## src/sv/iah_pkg.sv

```systemverilog
// Shared types and codes of the inter-arrival histogram.
package iah_pkg;

  localparam logic [1:0] ACT_EVENT  = 2'd0;
  localparam logic [1:0] ACT_CLEAR  = 2'd1;
  localparam logic [1:0] ACT_READ   = 2'd2;
  localparam logic [1:0] ACT_UNUSED = 2'd3;

  localparam logic       REG_BIN_WIDTH   = 1'b0;
  localparam logic [31:0] BIN_WIDTH_RESET = 32'd100;

  localparam int DIV_STEPS = 32;

  typedef enum logic [2:0] {
    ST_IDLE,
    ST_CLEAR,
    ST_DIV,
    ST_FETCH,
    ST_INCR,
    ST_PEEK,
    ST_REPLY
  } iah_state_t;

endpackage

```

## src/sv/inter_arrival_histogram.sv

```systemverilog
// Inter-arrival time histogram: gap divider and bin counters in one RAM.
// Event: the gap runs through 32 divider steps, a RAM read (FETCH) and a write (INCR); busy until the result.
// Bin read: RAM read in PEEK, result in REPLY; baseline, unused, out-of-range read: result registered on accept.
// Clear: one RAM entry zeroed per cycle over all NUM_BINS entries; busy is high throughout.
// Reset runs the same clearing pass (no result); config writes still land.
// Results are strobed for one cycle on out_valid; the receiver cannot stall.
module inter_arrival_histogram #(
  parameter int NUM_BINS = 100
) (
  input  logic        clk,
  input  logic        rst_n,
  input  logic        start,
  output logic        busy,
  input  logic [1:0]  in_action,
  input  logic [31:0] in_timestamp_ms,
  input  logic [6:0]  in_read_bin,
  output logic        out_valid,
  output logic [6:0]  out_bin_index,
  output logic [31:0] out_hit_count,
  output logic        out_baseline_only,
  input  logic        psel,
  input  logic        penable,
  input  logic        pwrite,
  input  logic [2:0]  paddr,
  input  logic [31:0] pwdata,
  output logic [31:0] prdata,
  output logic        pready
);
  import iah_pkg::*;

  localparam int IW = (NUM_BINS > 1) ? $clog2(NUM_BINS) : 1;
  localparam logic [IW-1:0] LAST_BIN = IW'(NUM_BINS - 1);

  iah_state_t state_r, state_nxt;

  logic [31:0]   bin_width_r;
  logic [31:0]   prev_ts_r, prev_ts_nxt;
  logic          base_valid_r, base_valid_nxt;
  logic          report_r, report_nxt;
  logic [IW-1:0] ptr_r, ptr_nxt;
  logic [IW-1:0] addr_r, addr_nxt;
  logic [31:0]   rem_r, rem_nxt;
  logic [31:0]   quot_r, quot_nxt;
  logic [4:0]    cnt_r, cnt_nxt;
  logic          out_valid_r, out_valid_nxt;
  logic [6:0]    out_idx_r, out_idx_nxt;
  logic [31:0]   out_cnt_r, out_cnt_nxt;
  logic          out_base_r, out_base_nxt;

  logic [31:0]   mem [NUM_BINS];
  logic [31:0]   rd_data_r;
  logic          mem_we;
  logic [IW-1:0] mem_waddr;
  logic [31:0]   mem_wdata;

  logic          accept;
  logic          rb_in_range;
  logic [31:0]   rb_ext;
  logic [31:0]   addr_ext;
  logic [32:0]   rem_sh;
  logic [32:0]   diff;
  logic          ge;
  logic [31:0]   quot_step;
  logic          cfg_wr;

  assign accept      = start && (state_r == ST_IDLE);
  assign busy        = (state_r != ST_IDLE);
  assign rb_ext      = 32'(in_read_bin);
  assign rb_in_range = (rb_ext < 32'(NUM_BINS));
  assign addr_ext    = 32'(addr_r);

  // One restoring divider step: remainder stays below the divisor.
  assign rem_sh    = {rem_r, quot_r[31]};
  assign diff      = rem_sh - {1'b0, bin_width_r};
  assign ge        = !diff[32];
  assign quot_step = {quot_r[30:0], ge};

  assign cfg_wr = psel && penable && pwrite;
  assign pready = 1'b1;
  assign prdata = (paddr[2] == REG_BIN_WIDTH) ? bin_width_r : 32'd0;

  assign out_valid         = out_valid_r;
  assign out_bin_index     = out_idx_r;
  assign out_hit_count     = out_cnt_r;
  assign out_baseline_only = out_base_r;

  always_comb begin
    state_nxt = state_r;
    case (state_r)
      ST_IDLE: begin
        if (accept) begin
          case (in_action)
            ACT_EVENT: state_nxt = base_valid_r ? ST_DIV : ST_IDLE;
            ACT_CLEAR: state_nxt = ST_CLEAR;
            ACT_READ:  state_nxt = rb_in_range ? ST_PEEK : ST_IDLE;
            default:   state_nxt = ST_IDLE;
          endcase
        end
      end
      ST_CLEAR: if (ptr_r == LAST_BIN) state_nxt = ST_IDLE;
      ST_DIV:   if (cnt_r == 5'd0) state_nxt = ST_FETCH;
      ST_FETCH: state_nxt = ST_INCR;
      ST_INCR:  state_nxt = ST_IDLE;
      ST_PEEK:  state_nxt = ST_REPLY;
      ST_REPLY: state_nxt = ST_IDLE;
      default:  state_nxt = ST_IDLE;
    endcase
  end

  always_comb begin
    prev_ts_nxt    = prev_ts_r;
    base_valid_nxt = base_valid_r;
    report_nxt     = report_r;
    ptr_nxt        = ptr_r;
    addr_nxt       = addr_r;
    rem_nxt        = rem_r;
    quot_nxt       = quot_r;
    cnt_nxt        = cnt_r;
    out_valid_nxt  = 1'b0;
    out_idx_nxt    = out_idx_r;
    out_cnt_nxt    = out_cnt_r;
    out_base_nxt   = out_base_r;
    mem_we         = 1'b0;
    mem_waddr      = addr_r;
    mem_wdata      = rd_data_r + 32'd1;
    case (state_r)
      ST_IDLE: begin
        if (accept) begin
          out_idx_nxt  = 7'd0;
          out_cnt_nxt  = 32'd0;
          out_base_nxt = 1'b0;
          case (in_action)
            ACT_EVENT: begin
              prev_ts_nxt = in_timestamp_ms;
              if (base_valid_r) begin
                rem_nxt  = 32'd0;
                quot_nxt = in_timestamp_ms - prev_ts_r;
                cnt_nxt  = 5'(DIV_STEPS - 1);
              end else begin
                base_valid_nxt = 1'b1;
                out_base_nxt   = 1'b1;
                out_valid_nxt  = 1'b1;
              end
            end
            ACT_CLEAR: begin
              base_valid_nxt = 1'b0;
              prev_ts_nxt    = 32'd0;
              report_nxt     = 1'b1;
              ptr_nxt        = '0;
            end
            ACT_READ: begin
              out_idx_nxt = in_read_bin;
              addr_nxt    = rb_ext[IW-1:0];
              if (!rb_in_range) out_valid_nxt = 1'b1;
            end
            default: out_valid_nxt = 1'b1;
          endcase
        end
      end
      ST_CLEAR: begin
        mem_we    = 1'b1;
        mem_waddr = ptr_r;
        mem_wdata = 32'd0;
        ptr_nxt   = ptr_r + IW'(1);
        if (ptr_r == LAST_BIN) begin
          out_valid_nxt = report_r;
          report_nxt    = 1'b0;
        end
      end
      ST_DIV: begin
        rem_nxt  = ge ? diff[31:0] : rem_sh[31:0];
        quot_nxt = quot_step;
        cnt_nxt  = cnt_r - 5'd1;
        // saturate into the tail bin
        if (cnt_r == 5'd0) begin
          addr_nxt = (quot_step >= 32'(NUM_BINS - 1)) ? LAST_BIN : quot_step[IW-1:0];
        end
      end
      ST_INCR: begin
        mem_we        = 1'b1;
        out_valid_nxt = 1'b1;
        out_idx_nxt   = addr_ext[6:0];
        out_cnt_nxt   = rd_data_r + 32'd1;
      end
      ST_REPLY: begin
        out_valid_nxt = 1'b1;
        out_cnt_nxt   = rd_data_r;
      end
      default: ;
    endcase
  end

  always_ff @(posedge clk) begin
    if (mem_we) begin
      mem[mem_waddr] <= mem_wdata;
    end
    rd_data_r <= mem[addr_r];
  end

  always_ff @(posedge clk) begin
    if (!rst_n) begin
      state_r      <= ST_CLEAR;
      prev_ts_r    <= 32'd0;
      base_valid_r <= 1'b0;
      report_r     <= 1'b0;
      ptr_r        <= '0;
      out_valid_r  <= 1'b0;
      bin_width_r  <= BIN_WIDTH_RESET;
    end else begin
      state_r      <= state_nxt;
      prev_ts_r    <= prev_ts_nxt;
      base_valid_r <= base_valid_nxt;
      report_r     <= report_nxt;
      ptr_r        <= ptr_nxt;
      out_valid_r  <= out_valid_nxt;
      // drop zero widths
      if (cfg_wr && (paddr[2] == REG_BIN_WIDTH) && (pwdata != 32'd0)) begin
        bin_width_r <= pwdata;
      end
    end
  end

  always_ff @(posedge clk) begin
    addr_r     <= addr_nxt;
    rem_r      <= rem_nxt;
    quot_r     <= quot_nxt;
    cnt_r      <= cnt_nxt;
    out_idx_r  <= out_idx_nxt;
    out_cnt_r  <= out_cnt_nxt;
    out_base_r <= out_base_nxt;
  end

endmodule

```

## config.mk

```make
export PLATFORM = sky130hd
export DESIGN_NAME = inter_arrival_histogram
export DESIGN_NICKNAME = d
export VERILOG_FILES = /design/src/sv/iah_pkg.sv /design/src/sv/inter_arrival_histogram.sv
export SDC_FILE = /design/constraint.sdc
export NUM_CORES = 2
export LEC_CHECK = 0
export ABC_CLOCK_PERIOD_IN_PS = 8900
export BUFFER_PORTS_ARGS = -buffer_cell sky130_fd_sc_hd__buf_4
export CORE_ASPECT_RATIO = 1.25
export CORE_UTILIZATION = 29
export DETAILED_ROUTE_END_ITERATION = 8
export HOLD_SLACK_MARGIN = 0.02
export SLEW_MARGIN = 20
export SYNTH_ARGS = -nofsm -noshare
export SYNTH_HDL_FRONTEND = slang
export SYNTH_SLANG_ARGS = --single-unit
```

## constraint.sdc

```tcl
create_clock -name clk -period 8.9 [get_ports clk]
set_input_delay 2.225 -clock clk [delete_from_list [all_inputs] [get_ports clk]]
set_output_delay 2.225 -clock clk [all_outputs]
set_load 0.01 [all_outputs]
```

==> out/qor.txt <==
SYNTHESIS
----------------------------------------------------------------------------------
Share of Yosys cell area claimed by the top area cell type                   0.737
Synth area leaders                                                    edfxtp_1, mux4_2, dfxtp_1, nor2_1, ha_1
Syn nets                                                                      6387
Summed instance area of the synthesized netlist                       135000 sq um
Number of warnings reported in the yosys synthesis log                           0
Instance count of the mapped netlist                                          6237
Fraction of the yosys area taken by sequential cells                         0.753
Post-synth cell types                                                           79
Cell accounting for the most synthesized area                             edfxtp_1
Most used flip-flop cell after synthesis                                  edfxtp_1
Number of register bits inferred by synthesis                                 3425
Number of synthesized flops with an enable pin                                3316
Mean instance size in the synthesized netlist                           21.7 sq um
Async set-or-reset flop fraction in the synthesized netlist                      0

WORST SETUP PATH
----------------------------------------------------------------------------------
Startpoint types                                                        input port
Arrival time at the worst endpoint                                         2.76 ns
Cell type of the slowest stage on the worst timing path                      buf_4
Setup crit end kind                                                     output pin
Critical path, cell by cell                                           buf_4, nor2_1, buf_4
Endpoint required time on the critical path                                6.68 ns
R2R Setup Slk                                                              4.10 ns
Worst Path Class, Setup                                                     in2out
Dominant cell type by count on the critical path                             buf_4
Highest fanout seen on the critical path                                        33
Delay contributed by the slowest stage of the critical path                0.28 ns

GLOBAL ROUTING
----------------------------------------------------------------------------------
Gr ovfl total                                                                    0
Pin count of the biggest net entering global routing                           152
Overall track demand over capacity in global routing                         0.145
Number of antenna violations at the first check in global routing               30
First-pass GRT wire length                                               492000 um
Via count of the first global-routing pass                                   66900

TIMING
----------------------------------------------------------------------------------
RSZ-0062 raised after global routing                                         false
Slew at the pin closest to its max-slew limit                              1.14 ns
Time the worst path needs with I/O delays and setup                        4.98 ns
Final Max Slew Viols                                                             0
Achievable frequency                                                       201 MHz
Final Cycle Share                                                            0.560
Final setup TNS                                                               0 ns
Hold Violations, Final                                                           0
Final setup skew                                                         0.0575 ns
Setup violators final                                                            0
Worst slew margin relative to its limit                                      0.238

PLACEMENT
----------------------------------------------------------------------------------
HPWL after detailed placement                                            186000 um
Placed instance area                                                  146000 sq um
RD Place Congestion                                                          0.851
Instance count after placement with tap cells included                       12500
# port buffers                                                                 153

FLOORPLAN
----------------------------------------------------------------------------------
Number of standard-cell rows in the floorplan                                  279
Initial cell density of the core                                             0.292
Floorplan Core Area                                                   463000 sq um
Chip Width                                                                  613 um
Overall die height                                                          765 um
Die Area                                                              469000 sq um
I/O pin total                                                                  157

ROUTE
----------------------------------------------------------------------------------
Metal2 WL                                                                175000 um
Avg WL per Cell                                                            26.4 um
Number of vias per cell after detailed routing                                4.93
Met1 wire length                                                         134000 um
DR top layer                                                                  met5
Initial detailed-routing violation count                                      7331
Antenna violation net count after detailed routing                               0
Detailed-routed wire length on met3                                       24000 um
Detailed-route wire length                                               346000 um
Total number of vias                                                         64800
Drt first pass iters                                                             6
Detailed-route DRC error count                                                   0

CLOCK TREE
----------------------------------------------------------------------------------
Number of buffers on the longest clock path                                      4
Clock buffers created by TritonCTS                                             333
H-tree lvl count                                                                 5
Post-CTS sizing                                                                  0
Clock transition at the registers of the reported paths                    0.06 ns
Post-CTS Hold Fix Bufs                                                           0
Later-pin clock latency in the skew report                                 0.90 ns
Clock sink count                                                              3425
Number of setup buffers added after CTS                                          0
CTS tree                                                                      done
Cell chosen for the clock root                                           clkbuf_16

PWR
----------------------------------------------------------------------------------
Leakage component of the power                                             48.0 nW
Power per cell area                                                    204 nW/um^2
Maximum resistive drop on vdd                                             0.160 mV

JOB
----------------------------------------------------------------------------------
Max cap viols                                                                    0

LAYOUT
----------------------------------------------------------------------------------
Share of final-layout standard cells stronger than drive strength 1          0.299
Layout Cells excl Fill                                                       13100
Area added between synthesis and finish                                      15.9%
Top library cells by usage in the layout, fill and taps aside         edfxtp_1, mux4_2, clkbuf_16, buf_4, nor2_1
Most common cell after layout, fill and taps aside                        edfxtp_1
Final standard cell area without fillers                              157000 sq um
Final layout net count                                                        6766

OUTCOME
----------------------------------------------------------------------------------
Status                                                                complete, no violations

MIN PATH
----------------------------------------------------------------------------------
Type of the most critical hold path                                        reg2reg

cells in the mapped netlist (all sizes together), types with 19 or more instances:
cell and number:
edfxtp 3316, mux4 1024, nor2 344, clkbuf 196, nand2 174, buf 128
dfxtp 109, o21ai 100, inv 87, a21oi 86, mux2i 82, ha 66
xnor2 61, nand3 43, xor2 43, mux2 38, a21o 34, a22oi 33
nor3 26, nand4 19
per-stage QoR:
| step | hold slack [ns] | setup slack [ns] | total power, mW | util |
|---|---|---|---|---|
| 3_5_place_dp | 0.481 | 3.58 | 18.2 | 0.314 |
| 4_1_cts | 0.490 | 3.92 | 32.1 | 0.338 |
| 5_1_grt | 0.518 | 3.80 | 32.8 | 0.338 |
| 2_1_floorplan | 0.437 | 1.19 | 18.0 | - |
| 6_report | 0.487 | 3.92 | 31.9 | 0.338 |
| 3_3_place_gp | 0.457 | 3.54 | 18.1 | 0.314 |
logic make-up after synthesis:
family / synth area share
other: 0.0000278
buffers and inverters: 0.0130
AND/OR/NAND/NOR: 0.0241
adder cells (fa/ha/maj): 0.00641
flip-flops: 0.753
AO/OA/AOI/OAI: 0.0168
XOR/XNOR: 0.00674
multiplexers: 0.180
worst max-delay path, delay by kind of cell:
kind,cells,cell delay [ns]
buffers and inverters,2,0.43
and+or+nand+nor,1,0.09
path summary, 6_finish.rpt:
check,from,cells past startpoint,end
worst max-delay path,paddr[2],3,prdata[16]
worst min-delay path,report_r,2,report_r
worst min register to register,report_r,2,report_r
worst max register to register,addr_r[0],7,rd_data_r[9]
power by group:
group | switching, mW | internal (mW)
combinational | 0.198 | 0.119
clock | 6.01 | 8.08
sequential | 0.0157 | 17.5
total | 6.23 | 25.7
metal layers:
layer  up-vias  track usage
li1      26900            -
met1     35000        0.182
met2      2402        0.251
met3       460       0.0234
met4         4       0.0558
met5         -            0
final cells by class:
type / instances / area, sq um
fillers: 42900 / 306000
flip-flops and latches: 3425 / 102000
multi-input cells: 2401 / 32700
clock buffers: 399 / 8710
well taps: 6182 / 7730
repair buffers: 368 / 3220
clock inverters: 201 / 2030
inverters: 87 / 327
diodes: 65 / 163
flip-flops by register name (all words and copies together), names as in the netlist:
register           cells
report_r               1
bin_width_r           32
mem                 3200
rem_r                 32
state_r                3
out_hit_count         32
cnt_r                  5
quot_r                32
rd_data_r             32
out_valid              1
prev_ts_r             32
addr_r                 7
ptr_r                  7
out_baseline_only      1
base_valid_r           1
out_bin_index          7
Power figures use the tool's default switching activity.
